<file path="src/rtl/rfd_pkg.sv">
// Shared types, constants and helpers for the RGB565 frame-difference block.
// No dependencies; used by every module under rtl/ except rfd_checker.
`timescale 1ns / 1ps

package rfd_pkg;

  localparam int unsigned FRAME_WIDTH  = 320;
  localparam int unsigned FRAME_HEIGHT = 240;
  localparam int unsigned FRAME_PIXELS = FRAME_WIDTH * FRAME_HEIGHT;
  localparam int unsigned POS_W        = (FRAME_PIXELS > 1) ? $clog2(FRAME_PIXELS) : 1;

  localparam int unsigned PIX_W   = 16;
  localparam int unsigned THR_W   = 6;
  localparam int unsigned COUNT_W = 17;

  typedef logic [POS_W-1:0]   pos_t;
  typedef logic [PIX_W-1:0]   pixel_t;
  typedef logic [THR_W-1:0]   thr_t;
  typedef logic [COUNT_W-1:0] count_t;

  localparam pos_t   POS_LAST   = pos_t'(FRAME_PIXELS - 1);
  localparam thr_t   THR_RESET  = thr_t'(25);
  localparam count_t COUNT_MAX  = '1;

  // Field masks of an RGB565 word
  localparam pixel_t RED_MASK   = 16'hF800;
  localparam pixel_t GREEN_MASK = 16'h07E0;
  localparam pixel_t BLUE_MASK  = 16'h001F;

  // Word in the compare stage: current pixel, reference and frame marker
  typedef struct packed {
    pixel_t pixel;
    pixel_t ref_pixel;
    logic   last;
  } item_t;

  typedef struct packed {
    pixel_t diff_pixel;
    logic   changed;
    count_t changed_count;
    logic   frame_last;
  } result_t;

  function automatic logic [5:0] abs_diff6(input logic [5:0] a, input logic [5:0] b);
    abs_diff6 = (a > b) ? (a - b) : (b - a);
  endfunction

endpackage

</file>
<file path="src/rtl/rfd_diff_unit.sv">
// Per-channel compare against threshold and the saturating changed count.
// Depends on rfd_pkg for item/result structs and abs_diff6.
`timescale 1ns / 1ps

module rfd_diff_unit (
  input  logic                 clk,
  input  logic                 rst_n,
  input  logic                 step,
  input  rfd_pkg::item_t       item,
  input  rfd_pkg::thr_t        thr,
  output rfd_pkg::result_t     result
);

  rfd_pkg::count_t count_r;
  rfd_pkg::count_t count_nxt;
  rfd_pkg::count_t count_new;
  rfd_pkg::pixel_t cur_red, cur_green, cur_blue;
  rfd_pkg::pixel_t ref_red, ref_green, ref_blue;
  logic [5:0]      d_red, d_green, d_blue;
  logic            changed;

  always_comb begin
    cur_red   = item.pixel & rfd_pkg::RED_MASK;
    cur_green = item.pixel & rfd_pkg::GREEN_MASK;
    cur_blue  = item.pixel & rfd_pkg::BLUE_MASK;
    ref_red   = item.ref_pixel & rfd_pkg::RED_MASK;
    ref_green = item.ref_pixel & rfd_pkg::GREEN_MASK;
    ref_blue  = item.ref_pixel & rfd_pkg::BLUE_MASK;

    d_red   = rfd_pkg::abs_diff6({1'b0, cur_red[15:11]}, {1'b0, ref_red[15:11]});
    d_green = rfd_pkg::abs_diff6(cur_green[10:5], ref_green[10:5]);
    d_blue  = rfd_pkg::abs_diff6({1'b0, cur_blue[4:0]}, {1'b0, ref_blue[4:0]});

    changed = (d_red > thr) || (d_green > thr) || (d_blue > thr);

    count_new = (changed && (count_r != rfd_pkg::COUNT_MAX)) ?
                count_r + rfd_pkg::count_t'(1) : count_r;

    count_nxt = count_r;
    if (step) begin
      count_nxt = item.last ? '0 : count_new;
    end

    result.diff_pixel    = changed ? item.pixel : '0;
    result.changed       = changed;
    result.changed_count = count_new;
    result.frame_last    = item.last;
  end

  always_ff @(posedge clk) begin
    if (!rst_n) begin
      count_r <= '0;
    end else begin
      count_r <= count_nxt;
    end
  end

endmodule

</file>
<file path="config.mk">
export PLATFORM = sky130hd
export DESIGN_NAME = rfd_diff_unit
export DESIGN_NICKNAME = d
export VERILOG_FILES = /design/src/rtl/rfd_pkg.sv /design/src/rtl/rfd_diff_unit.sv
export SDC_FILE = /design/constraint.sdc
export NUM_CORES = 1
export LEC_CHECK = 0
export BUFFER_PORTS_ARGS = -buffer_cell sky130_fd_sc_hd__buf_4
export CORE_UTILIZATION = 25
export CTS_BUF_LIST = sky130_fd_sc_hd__clkbuf_2
export CTS_CLUSTER_DIAMETER = 40
export DETAILED_ROUTE_END_ITERATION = 8
export GPL_ROUTABILITY_DRIVEN = 0
export MAX_ROUTING_LAYER = met4
export PLACE_DENSITY_LB_ADDON = 0.2
export SYNTH_ARGS = -nofsm -noshare
export SYNTH_HDL_FRONTEND = slang
export SYNTH_SLANG_ARGS = --single-unit
</file>
<file path="constraint.sdc">
create_clock -name clk -period 4.05 [get_ports clk]
set_input_delay 0.2025 -clock clk [delete_from_list [all_inputs] [get_ports clk]]
set_output_delay 0.2025 -clock clk [all_outputs]
set_load 0.02 [all_outputs]
</file>
# Word-level counts from Yosys, hierarchy flattened
# Cells that the tools add are included.
# word_totals
ff_bits	17
inputBits	42
output_inout_bits	35
word_cells	24
# classes
n_reduce_logical	3
muxes	6
n_addsub	7
eq_ne	1
order_cmp	6
# op_table
op	count
17-bit two-way mux	2
6-bit > comparator	4
5-bit by 5-bit subtractor with 6-bit output	4
6-bit two-way mux	3
17-bit by 1-bit adder with 17-bit output, second input constant	1
17-bit inequality test, second input constant	1
16-bit two-way mux	1
6-bit subtractor	2
5-bit > comparator	2
1-bit logical OR	2
1-bit logical AND	1

# Longest topological paths before layout
# Gate-level depths: netlist of the first run.
# depth
depth_word	8
depth_mapped	21
depth_no_buf	19

# Worst setup path before layout of the first run
# OpenSTA, ideal clock, no wires.
# synth_path
kind	input-to-output
start	input port item[17] (netlist name)
end	output port result[10] (netlist name)
t_arrival_ns	3.696
path_slack_ns	0.151
n_path_buf	2
required_ns	3.848
path_stages	21
cell_sequence	inv_1 -> ha_1 -> inv_1 -> fa_1 -> a21o_1 -> a21o_1 -> a21oi_2 -> nor2_4 -> mux2_1 -> a221oi_1 -> o21a_1 -> ha_1 -> nand3_1 -> a21oi_1 -> a211oi_1 -> o22a_1 -> buf_4 -> a21oi_2 -> buf_6 -> and3_1 -> xor2_1
# synth_rtl
element	line_no	text
start: declaration	rfd_diff_unit.sv:9	input rfd_pkg::item_t item,
end: declaration	rfd_diff_unit.sv:11	output rfd_pkg::result_t result

==> impl_metrics.tcl, run 1 <==
set metrics [dict create \
    ff2ff_setup_slack_ns 0.88 \
    power.density_nw_per_um2 258 \
    max_freq_mhz 245 \
    synthCells 381 \
    cts_max_level 1 \
    dp_hpwl_um 6820 \
    antenna_found_initial 0 \
    drt_iter0_drc 161 \
    hold_depth 2 \
    clockBufferDepth 2 \
    violations "DRC, setup timing" \
    fillCellCount 1233 \
    insertion_delay_ns 0.32 \
    outcome "finished, violations left" \
    min_path_type "primary input to flop" \
    max_stage_delay_ns 0.36 \
    synth_edf_count 0 \
    p_sw_uw 508 \
    period_needed_ns 4.08 \
    final_area_sq_um 4320 \
    num_vias 3008 \
    fin_crit_sh_pct 101 \
    min_from "item[0]" \
    largest_registers "count_r x17" \
    gr-usage-all-layers_pct 13.8 \
    syn_nets 480 \
    rr_startpoint "count_r[0]$_SDFFE_PN0P_" \
    clk_pin_slew_ns 0.20 \
    report.final.slew_viol_count 0 \
    vdd_drop_max_uv 137 \
    fin_hold_ws_ns 0.135 \
    largest_register_ffs 17 \
    cp_max_fo 5 \
    holdBufCountCts 0 \
    synth_top_area_cell "ha_1" \
    syn_area_sq_um 3040 \
    leakagePower_uw 0.00214 \
    critPathArrivalTime_ns 3.87 \
    p_seq_share_pct 15.5 \
    fin_skew_ns 0.0151 \
    startpoint_type "primary input" \
    reg2reg_depth 13 \
    synth_warnings 0 \
    max-slew-margin-rel_pct 56.9 \
    cts-root-buf "clkbuf_2" \
    r2r-end "count_r[11]$_SDFFE_PN0P_" \
    grt_pass1_vias 2962 \
    yosys.area.top_type_share_pct 21.0 \
    via_per_inst 4.81 \
    dieArea_sq_um 12600 \
    dpl.cell_count 615 \
    chipHeight_um 112 \
    wl_per_cell_um 14.1 \
    cts_tree "yes" \
    ys_seq_area_share_pct 11.2 \
    ys_seq_elements 17 \
    grt_max_degree 17 \
    die_w_um 112 \
    drive_gt1_share_pct 36.9 \
    maxCapViolCount 0 \
    core_area_sq_um 11600 \
    synth-main-ff-cell "dfxtp_1" \
    path_cells "buf_8, inv_6, ha_4, inv_4, fa_2, a21o_1, a21oi_2, nor2b_2, o21a_4, mux2i_1, a221o_1, xor2_1, ha_1, nand2_2, o21bai_4, a21oi_2, o32ai_4, buf_6, a21oi_4, and3_4, xor2_1, buf_4" \
    dpl-instance-area_sq_um 3950 \
    clockPowerShare_pct 7.5 \
    fin_cells 626 \
    drc_errors 5 \
    boundaryPins 77 \
    gr-total-overflow 0 \
    syn2layout_area_growth_pct 42.1 \
    synth_area_leaders "ha_1 (21%), dfxtp_1 (11%), a21oi_1 (6.4%)" \
    ys_types 64 \
    start_util_pct 26.2 \
    grt_first_pass_wirelength_um 14000 \
    place_worst_setup_slack_ns -0.262 \
    port-buffer-count 76 \
    fin_ws_ns -0.0253 \
    end_kind "primary output" \
    synthArstFlopShare_pct 0 \
    tightest_slew_ns 0.646 \
    ant_nets 0 \
    top_register "count_r" \
    finalHoldViolations 0 \
    power_switching_share_pct 45.7 \
    num_rows 39 \
    nets 583 \
    firstDrtPassIters 6 \
    crit_path_top_delay_cell "a221o_1" \
    criticalPathCategory "primary input to primary output" \
    antenna_cells 0 \
    pwr-share-comb_pct 77.0 \
    clkSinkCount 17 \
    wl_um 8800 \
    syn_area_per_cell_sq_um 7.98 \
    setup_viol 2 \
    rsz0062_at_grt "yes" \
    whs_endpoint "count_r[0]$_SDFFE_PN0P_" \
    post-route-util_pct 37.2 \
    p_int_uw 604 \
    cts_buffers 3 \
    required_ns 3.85 \
]
==> layout make-up <==
type | count | area [sq um] | share of cell area [%]
Sequential cell | 17 | 340 | 7.88
Clock buffer | 3 | 15.0 | 0.348
Multi-Input combinational cell | 299 | 2660 | 61.6
Timing Repair Buffer | 114 | 923 | 21.4
Clock inverter | 1 | 5.00 | 0.116
Inverter | 49 | 194 | 4.49
Tap cell | 143 | 179 | 4.14
==> through the flow <==
| step | TNS, ns | total power, uW |
|---|---|---|
| 2_1_floorplan | 0 | 608 |
| 3_3_place_gp | -3.31 | 885 |
| 3_5_place_dp | -4.65 | 891 |
| 4_1_cts | -0.0168 | 1040 |
| 5_1_grt | -2.44 | 1200 |
| 6_report | -0.0382 | 1110 |
==> Yosys cell counts, drive strengths merged, types with 2 or more instances <==
master / number
xor2: 8
nand4: 3
mux2: 8
nor2b: 7
a41oi: 4
a211oi: 4
nand3b: 2
a21o: 10
a31o: 4
a32o: 4
inv: 49
a31oi: 9
dfxtp: 17
o31a: 2
nand2: 21
o21a: 5
nor3b: 2
and3: 11
nor3: 3
a221o: 2
nand2b: 7
a221oi: 2
buf: 11
fa: 6
ha: 51
nand3: 13
mux2i: 7
o211ai: 2
clkbuf: 5
a21oi: 42
o21ai: 5
and2: 4
nor2: 17
xnor2: 17
==> worst max path at each step <==
stage / depth (start not counted) / from / slack, ns / to
after CTS: 22 / item[28] / -0.01 / result[10]
after floorplan: 21 / item[17] / 0.15 / result[10]
after global routing: 22 / item[28] / -0.20 / result[10]
after detailed placement: 22 / item[17] / -0.26 / count_r[5]$_SDFFE_PN0P_
after global placement: 22 / item[17] / -0.20 / count_r[5]$_SDFFE_PN0P_
final: 22 / item[28] / -0.03 / result[10]
==> per-layer routing <==
| layer | wire [um] | vias up | global-route usage, % |
|---|---|---|---|
| li1 | - | 1557 | - |
| met1 | 4420 | 1396 | 18.7 |
| met2 | 4100 | 51 | 23.1 |
| met3 | 234 | 4 | 1.35 |
| met4 | 45 | 0 | 1.33 |
| met5 | 0 | - | - |
==> critical path: cells and delay by family <==
kind                     cells  cell delay (ns)
AO/OA/AOI/OAI                8             1.63
adder cells (fa/ha/maj)      3             0.79
buffers and inverters        5             0.49
AND/OR/NAND/NOR              3             0.35
XOR/XNOR                     2             0.29
multiplexers                 1             0.12
==> power by group through the flow <==
stage / clock network [uW] / registers [uW] / logic, uW
floorplan: 0 / 175 / 433
global placement: 0 / 175 / 709
detailed placement: 0 / 175 / 716
CTS: 87.5 / 172 / 778
global route: 97.4 / 173 / 932
finish: 83.4 / 172 / 857
==> cell families after synthesis <==
| logic type | count (synthesis) | synth area share, % |
|---|---|---|
| compound gates | 107 | 25.2 |
| flops | 17 | 11.2 |
| mux | 15 | 5.52 |
| fa+ha+maj | 57 | 24.9 |
| simple gates | 95 | 16.7 |
| buf+inv | 65 | 9.18 |
| xor+xnor | 25 | 7.20 |
==> repair_timing <==
item | CTS | global route
gates cloned | 1 | 0
pin swaps | 3 | 24
setup buffers | 4 | 2
resized for setup | 15 | 47
endpoints found under the setup margin | 19 | 34
==> cell usage in the layout (no fill, tap or decap), types with 4 or more instances in the layout <==
cell type  count
nor2b_1        5
and2_1         4
nand3_2        5
a41oi_1        4
a21oi_1       29
nand3_1        8
and3_1        10
xnor2_2        6
buf_6          6
dfxtp_1       17
a32o_1         4
inv_1         45
nand2b_1       7
a21o_1        10
xor2_1         7
xnor2_1       11
nand2_1       17
buf_4        105
a211oi_2       4
ha_1          49
a21oi_2       11
nand2_2        4
a31o_1         4
mux2i_1        7
a31oi_1        9
o21a_1         4
nor2_1        16
mux2_4         5
Power figures use the tool's default switching activity.
==> inputs of run 2 (changes only) <==
--- a/config.mk
+++ b/config.mk
@@ -6,6 +6,8 @@
 export NUM_CORES = 1
 export LEC_CHECK = 0
 export BUFFER_PORTS_ARGS = -buffer_cell sky130_fd_sc_hd__buf_4
+export CELL_PAD_IN_SITES_DETAIL_PLACEMENT = 1
+export CELL_PAD_IN_SITES_GLOBAL_PLACEMENT = 1
 export CORE_UTILIZATION = 25
 export CTS_BUF_LIST = sky130_fd_sc_hd__clkbuf_2
 export CTS_CLUSTER_DIAMETER = 40
==> run 2 against run 1 <==
Net effect:
- the run still ends with DRC, setup timing left
- non-clock buffer count rose by 24
- critical path depth rose by 1
- global-route usage rose by 2.6 points
- worst setup slack got worse by 0.017 ns
- combinational power rose by 9.1%
- critical path type unchanged
- highest routed layer unchanged
==> impl_metrics.tcl, run 2 (synthesis gave the netlist of run 1 again) <==
set metrics [dict create \
    path_cells "buf_4, inv_2, ha_2, inv_2, fa_2, a21o_1, a21o_1, a21oi_2, nor2_4, mux2i_2, a221oi_2, buf_4, o21a_1, ha_1, nand3_2, a21oi_2, a211oi_1, o22a_2, buf_6, a21oi_4, and3_4, xor2_1, buf_4" \
    cts_buffers 3 \
    die_w_um 112 \
    drc_errors 5 \
    dieArea_sq_um 12600 \
    drive_gt1_share_pct 37.7 \
    tightest_slew_ns 0.662 \
    gr-total-overflow 0 \
    clk_pin_slew_ns 0.18 \
    nets 607 \
    boundaryPins 77 \
    place_worst_setup_slack_ns -0.275 \
    vdd_drop_max_uv 166 \
    hold_depth 2 \
    startpoint_type "primary input" \
    use_met3_pct 1.19 \
    drt_iter0_drc 91 \
    core_area_sq_um 11600 \
    wl_per_cell_um 15.2 \
    fillCellCount 1428 \
    cts_tree "yes" \
    leakagePower_uw 0.00221 \
    criticalPathCategory "primary input to primary output" \
    final_cell_mix "buf_4 (125), ha_1 (48), inv_1 (43)" \
    chipHeight_um 112 \
    period_needed_ns 4.09 \
    fin_ws_ns -0.0423 \
    wl_um 9900 \
    setup_viol 2 \
    end_kind "primary output" \
    ff_latch_area_sq_um 340 \
    ff2ff_setup_slack_ns 0.81 \
    final_area_sq_um 4460 \
    critPathArrivalTime_ns 3.89 \
    largest_registers "count_r x17" \
    clockBufferDepth 2 \
    port-buffer-count 76 \
    fin_crit_sh_pct 101 \
    dpl-instance-area_sq_um 4000 \
    insertion_delay_ns 0.31 \
    crit_path_top_delay_cell "fa_2" \
    total_power_uw 1190 \
    use_met1_pct 20.6 \
    num_rows 39 \
    multi_input_area_sq_um 2590 \
    firstDrtPassIters 6 \
    min_path_type "primary input to flop" \
    cts_max_level 1 \
    post-route-util_pct 38.4 \
    reg2reg_depth 12 \
    start_util_pct 26.2 \
    report.final.slew_viol_count 0 \
    cts-root-buf "clkbuf_2" \
    maxCapViolCount 0 \
    via_per_inst 4.93 \
    grtUsageMet2_pct 29.7 \
    ant_nets 0 \
    max_freq_mhz 244 \
    top_register "count_r" \
    gr-usage-all-layers_pct 16.5 \
    power.density_nw_per_um2 267 \
    syn2layout_area_growth_pct 46.8 \
    violations "DRC, setup timing" \
    layout_commonest_cell "buf_4" \
    grt_first_pass_wirelength_um 16500 \
    dp_hpwl_um 7680 \
    grt_max_degree 17 \
    required_ns 3.85 \
    fin_skew_ns 0.00605 \
    cp_max_fo 6 \
    largest_register_ffs 17 \
    max-slew-margin-rel_pct 55.9 \
    finalHoldViolations 0 \
    clkSinkCount 17 \
    fin_setup_tns_ns -0.0615 \
    cp_common_cell "buf_4" \
    antenna_cells 0 \
    num_vias 3203 \
    max_stage_delay_ns 0.35 \
    outcome "finished, violations left" \
    antenna_found_initial 0 \
    rsz0062_at_grt "yes" \
    top_usage_layer "met2" \
    grt_pass1_vias 3417 \
]
[run 2: changes by cell type in the layout (fill, tap and decap cells not counted), sizes merged]
| cell | before | now |
|---|---|---|
| buf | 113 | 137 |
| clkbuf | 3 | 4 |
| inv | 49 | 48 |
[run 2: path summary, 6_finish.rpt]
path                                 from                       to
setup / recovery                 item[17]               result[14]
hold / removal                    item[0]  count_r[0]$_SDFFE_PN0P_
setup reg to reg  count_r[6]$_SDFFE_PN0P_  count_r[2]$_SDFFE_PN0P_
hold reg to reg   count_r[8]$_SDFFE_PN0P_  count_r[8]$_SDFFE_PN0P_
[run 2: critical path, delay by kind of cell]
family | cells | cell delay, ns
AND/OR/NAND/NOR | 3 | 0.40
buffers and inverters | 6 | 0.66
adder cells (fa/ha/maj) | 3 | 0.83
AO/OA/AOI/OAI | 9 | 1.42
XOR/XNOR | 1 | 0.16
multiplexers | 1 | 0.20
[run 2: repair_timing]
| action | CTS | global route |
|---|---|---|
| gates resized for setup | 35 | 23 |
| pin swaps | 27 | 32 |
| setup buffers | 21 | 5 |
| hold buffers | 0 | 0 |
| setup endpoints to repair | 20 | 36 |
| gates cloned | 1 | 0 |
[run 2: metal layers]
| layer | wire [um] | vias to the layer above |
|---|---|---|
| li1 | - | 1602 |
| met1 | 4600 | 1556 |
| met2 | 5000 | 43 |
| met3 | 258 | 2 |
| met4 | 39 | 0 |
| met5 | 0 | - |
[run 2: stage by stage]
stage / hold slack, ns / std cells
final: 0.151 / 650
after global placement: 0.477 / 620
after CTS: 0.135 / 646
after global routing: 0.137 / 650
after floorplan: 0.303 / 381
after detailed placement: 0.491 / 620
[run 2: final cells by class]
| class | instances | share of cell area (%) |
|---|---|---|
| Timing Repair Buffer | 138 | 25.4 |
| Tap cell | 143 | 4.01 |
| Inverter | 49 | 4.40 |
| Multi-Input combinational cell | 299 | 58.1 |
| Clock buffer | 4 | 0.449 |
| Sequential cell | 17 | 7.63 |
[run 2: report_power, final]
part	switching, uW	total [uW]	internal, uW
Clock	59.4	85.5	26.2
Sequential	2.97	172	169
Combinational	465	935	470
Total	527	1190	666
